**src/hw/rtl/bbc_pkg.sv**
```systemverilog
// bbc_pkg: shared types and constants for the bollinger band calculator
// no dependencies

package bbc_pkg;

	localparam int SAMPLE_W = 24;
	localparam int BAND_W   = 30;
	localparam int WLEN_W   = 7;
	localparam int BSEL_W   = 2;
	localparam int WMUL_W   = 12;
	localparam int CFG_W    = 12;
	localparam int CIDX_W   = 2;

	// register indexes
	localparam logic [CIDX_W-1:0] REG_WINDOW_LENGTH    = 2'd0;
	localparam logic [CIDX_W-1:0] REG_BAND_SELECT      = 2'd1;
	localparam logic [CIDX_W-1:0] REG_WIDTH_MULTIPLIER = 2'd2;

	// band select codes
	localparam logic [BSEL_W-1:0] BAND_MIDDLE = 2'd0;
	localparam logic [BSEL_W-1:0] BAND_UPPER  = 2'd1;
	localparam logic [BSEL_W-1:0] BAND_LOWER  = 2'd2;

	// divider request from the sequencer; done comes back on a separate port
	typedef struct packed {
		logic        start;
		logic        neg;
		logic [63:0] num;
		logic [10:0] den;
	} div_req_t;

endpackage

```
**src/hw/rtl/bbc_divider.sv**
```systemverilog
// bbc_divider: restoring unsigned divider, one quotient bit per cycle
// depends on bbc_pkg (div_req_t); floor correction for negative numerators

module bbc_divider (
	input  logic             clk,
	input  logic             arst_n,
	input  bbc_pkg::div_req_t req,
	output logic             done,
	output logic [63:0]      quot
);

	logic [63:0] num_q;
	logic [11:0] rem_q;
	logic [10:0] den_q;
	logic [6:0]  cnt_q;
	logic        busy_q;
	logic        neg_q;
	logic [11:0] trial;

	always_comb begin
		trial = {rem_q[10:0], num_q[63]} - {1'b0, den_q};
	end

	// shift-subtract loop, 64 iterations
	always_ff @(posedge clk or negedge arst_n) begin
		if (!arst_n) begin
			busy_q <= 1'b0;
			done   <= 1'b0;
			cnt_q  <= '0;
		end else begin
			done <= 1'b0;
			if (req.start) begin
				busy_q <= 1'b1;
				cnt_q  <= '0;
				num_q  <= req.num;
				den_q  <= req.den;
				neg_q  <= req.neg;
				rem_q  <= '0;
			end else if (busy_q) begin
				if (!trial[11]) begin
					rem_q <= trial;
					num_q <= {num_q[62:0], 1'b1};
				end else begin
					rem_q <= {rem_q[10:0], num_q[63]};
					num_q <= {num_q[62:0], 1'b0};
				end
				cnt_q <= cnt_q + 7'd1;
				if (cnt_q == 7'd63) begin
					busy_q <= 1'b0;
					done   <= 1'b1;
				end
			end
		end
	end

	// magnitude quotient; negate with floor rounding when the numerator was negative
	always_ff @(posedge clk) begin
		if (busy_q && cnt_q == 7'd63) begin
			if (neg_q)
				quot <= -({num_q[62:0], ~trial[11]} + {63'd0, ((trial[11] ?
					{rem_q[10:0], num_q[63]} : trial) != 12'd0)});
			else
				quot <= {num_q[62:0], ~trial[11]};
		end
	end

endmodule

```
**config.mk**
```make
export PLATFORM = sky130hd
export DESIGN_NAME = bbc_divider
export DESIGN_NICKNAME = d
export VERILOG_FILES = /design/src/hw/rtl/bbc_pkg.sv /design/src/hw/rtl/bbc_divider.sv
export SDC_FILE = /design/constraint.sdc
export NUM_CORES = 1
export LEC_CHECK = 0
export BUFFER_PORTS_ARGS = -buffer_cell sky130_fd_sc_hd__buf_2
export CAP_MARGIN = 30
export CELL_PAD_IN_SITES_DETAIL_PLACEMENT = 0
export CELL_PAD_IN_SITES_GLOBAL_PLACEMENT = 1
export CORE_ASPECT_RATIO = 0.7
export CORE_MARGIN = 3
export CORE_UTILIZATION = 40
export CTS_CLUSTER_DIAMETER = 40
export DETAILED_ROUTE_END_ITERATION = 7
export PLACE_DENSITY_LB_ADDON = 0.3
export SLEW_MARGIN = 20
export SYNTH_ARGS = -nofsm -noshare
export SYNTH_HDL_FRONTEND = slang
export SYNTH_SLANG_ARGS = --single-unit
```
**constraint.sdc**
```tcl
create_clock -name clk -period 15.71 [get_ports clk]
set_clock_uncertainty 0.2 [all_clocks]
set_input_delay 0 -clock clk [delete_from_list [all_inputs] [get_ports clk]]
set_output_delay 0 -clock clk [all_outputs]
set_load 0.005 [all_outputs]
```
==> impl_metrics.py <==
metrics = {
    "sta": {
        "hold_viol_final": 0,
        "slew_violations": 0,
        "setup_viol": 0,
        "setup_slack_ps": 7836,
        "fmax_ghz": 0.1270,
        "slew_headroom": 0.4140,
        "min_period_ps": 7874,
        "rsz0062_at_grt": "false",
        "fin_setup_tns_ps": 0,
        "worst_slew_pin_slew_ps": 877.0,
        "period_share": 0.5012,
    },
    "synthesis": {
        "synth-adder-area-share": 0.08829,
        "synthTopCellsByArea": "edfxtp_1 40%, ha_1 8.7%, o21ai_0 5.5%",
        "muxShareOfSynthArea": 0.03067,
        "netlist_area_sq_um": 11420,
        "synth_xor_area_frac": 0.04064,
        "synth_most_common_cell": "edfxtp_1",
        "yosys.area.top_type": "edfxtp_1",
        "avgSynthCellArea_sq_um": 9.197,
        "ys_seq_area_frac": 0.4167,
        "synth.top_cell.area_share": 0.3970,
        "ys_types": 78,
        "synth_commonest_cells": "151 x edfxtp_1, 147 x nand2_1, 126 x o21ai_0",
        "synth_simple_gate_area_frac": 0.1396,
        "ys_ff_latch": 160,
        "ys.flop_type": "edfxtp_1",
        "synth_top_family_by_area": "compound AO/OA/AOI/OAI gates",
        "yosys_warnings": 0,
        "synthesis.instances": 1242,
        "synth_compound_area_frac": 0.2257,
        "syn_nets": 1401,
        "synth_edf_count": 151,
        "async_reset_ff_frac": 0.05625,
    },
    "critical_path": {
        "crit_slowest_cell": "ha_1",
        "critPathMaxFanout": 18,
        "crit_path_end_kind": "flip-flop",
        "endpoint": "quot[49]$_DFFE_PP_",
        "rr_worst_depth": 30,
        "regToRegSetupSlack_ps": 7840,
        "required_ps": 15680,
        "critPathArrivalTime_ps": 7850,
        "timing.rr.start": "rem_q[0]$_SDFFCE_PP0P_",
        "cp_common_cell": "ha_1",
        "worstReg2RegEnd": "quot[49]$_DFFE_PP_",
        "critPathLaunch": "rem_q[0]$_SDFFCE_PP0P_",
        "path_class": "reg -> reg",
        "max_stage_delay_ps": 590,
        "startpoint_type": "flip-flop",
    },
    "global_route": {
        "grt_pass1_vias": 9548,
        "grt_use_total": 0.2112,
        "grt_overflow_total": 0,
        "grt_max_degree": 89,
        "grt_first_pass_wirelength_microns": 52070,
        "antenna_found_initial": 0,
    },
    "die": {
        "die_area_sq_um": 30650,
        "core_area_sq_um": 27950,
        "dieHeight_microns": 147.4,
        "ios": 144,
        "initial_utilization": 0.4087,
        "num_rows": 51,
        "die_width_microns": 208.0,
    },
    "place": {
        "dp_hpwl_microns": 23110,
        "gp_congestion": 0.8568,
        "port_buffers": 143,
        "place_ws_ps": 7994,
    },
    "clock_network": {
        "clk_pin_slew_worst_paths_ps": 70,
        "cts_buffer_depth": 2,
        "cts_buffers": 17,
        "cts_tree": "yes",
        "htreeDepth": 4,
        "cts_sinks": 160,
        "clock-root-buffer": "clkbuf_16",
        "clock_latency_ps": 450,
    },
    "hold_path": {
        "hold_class": "in -> reg",
    },
    "detailed_routing": {
        "drc": 0,
        "viasPerCell": 5.456,
        "wire_per_inst_microns": 17.77,
        "vias": 9979,
        "detail_route.first_pass.iterations": 5,
        "drt_iter0_drc": 685,
        "ant_nets": 0,
        "wirelength_microns": 32510,
    },
    "cells_and_area": {
        "drive_above_1_share": 0.1509,
        "antenna_cells": 0,
        "layout.nets": 1604,
        "area_growth_pct": 22.57,
    },
    "status": {
        "status": "completed",
    },
    "power": {
        "p_per_area_nw_per_um2": 99.58,
        "vdd_ir_drop_max_mv": 0.07011,
        "leakagePower_nw": 5.980,
    },
    "job": {
        "cap_viol_max_count": 0,
    },
}
## final cells by class
class	instances	area, sq um
sequential	160	4760
clock buffer	20	446.7
clock inverter	12	157.7
tap	371	464.2
inverter	103	386.6
multi-input combinational	913	6003
fill	2668	13950
timing repair buffer	250	1782
## power by group
group / leakage (nW) / internal, mW / switching [mW]
Sequential: 1.56 / 0.502 / 0.0148
Clock: 0.299 / 0.256 / 0.187
Combinational: 4.13 / 0.179 / 0.255
## worst min path at each step
stage | slack [ps] | cells after the start | endpoint | start
final | 60 | 2 | den_q[2]$_DFFE_PP_ | req[2]
after CTS | 30 | 2 | den_q[2]$_DFFE_PP_ | req[2]
after detailed placement | -200 | 1 | cnt_q[0]$_DFFE_PN0N_ | arst_n
after global routing | 40 | 2 | den_q[2]$_DFFE_PP_ | req[2]
after global placement | -200 | 1 | cnt_q[1]$_DFFE_PN0N_ | arst_n
after floorplan | -500 | 0 | busy_q$_DFF_PN0_ | arst_n
## what timing repair did
item                       CTS  global route
resized for setup            0             0
setup endpoints to repair    0             0
setup buffers                0             0
hold endpoints to repair   104             0
hold buffers               101             0
## state kept, by name, summed over array words and instances (netlist names)
signal  cells
done        1
rem_q      11
neg_q       1
den_q      11
quot       64
num_q      64
cnt_q       7
busy_q      1
## metal layers
layer | share of wire | vias to the layer above | routed length [microns] | GRT usage
met5 | 0 | - | 0 | 0
met4 | 0.014 | 0 | 448 | 0.05524
met3 | 0.051 | 27 | 1666 | 0.03924
met2 | 0.41 | 250 | 13230 | 0.2986
met1 | 0.53 | 4755 | 17160 | 0.3299
li1 | - | 4947 | - | -
## metrics by stage
stage | utilization | total power [mW] | std cells | hold slack (ps) | area (sq um)
2_1_floorplan | - | 0.8294 | 1242 | -495.6 | 11420
3_5_place_dp | 0.4426 | 0.9295 | 1695 | -198.6 | 12370
6_report | 0.5009 | 1.394 | 1829 | 55.25 | 14000
3_3_place_gp | 0.4426 | 0.9311 | 1695 | -197.7 | 12370
4_1_cts | 0.5004 | 1.399 | 1828 | 30.04 | 13980
5_1_grt | 0.5009 | 1.469 | 1829 | 42.03 | 14000
## worst max-delay path, delay by kind of cell (launching register included)
kind | cells | cell delay [ps]
compound gates | 17 | 3610
fa+ha+maj | 5 | 1500
buf+inv | 2 | 620
flops | 1 | 450
simple gates | 6 | 1220
## kinds of logic after synthesis
logic type	Yosys count
flip-flops	160
XOR/XNOR	53
AO/OA/AOI/OAI	400
adder cells (fa/ha/maj)	80
multiplexers	34
AND/OR/NAND/NOR	346
buffers and inverters	169
## cells in the final DEF (no fill, tap or decap), drive strengths merged, types with 15 or more instances in the layout
master       count
edfxtp         151
buf            149
nand2          147
o21ai          132
inv            104
dlygate4sd3    101
a21oi           94
ha              79
nor2            78
a21o            53
xnor2           31
mux2i           26
nand4           24
xor2            22
clkbuf          20
nand3           19
nor3            19
a211oi          19
o21bai          16
a31oi           15
o21a            15
Power figures use the tool's default switching activity.
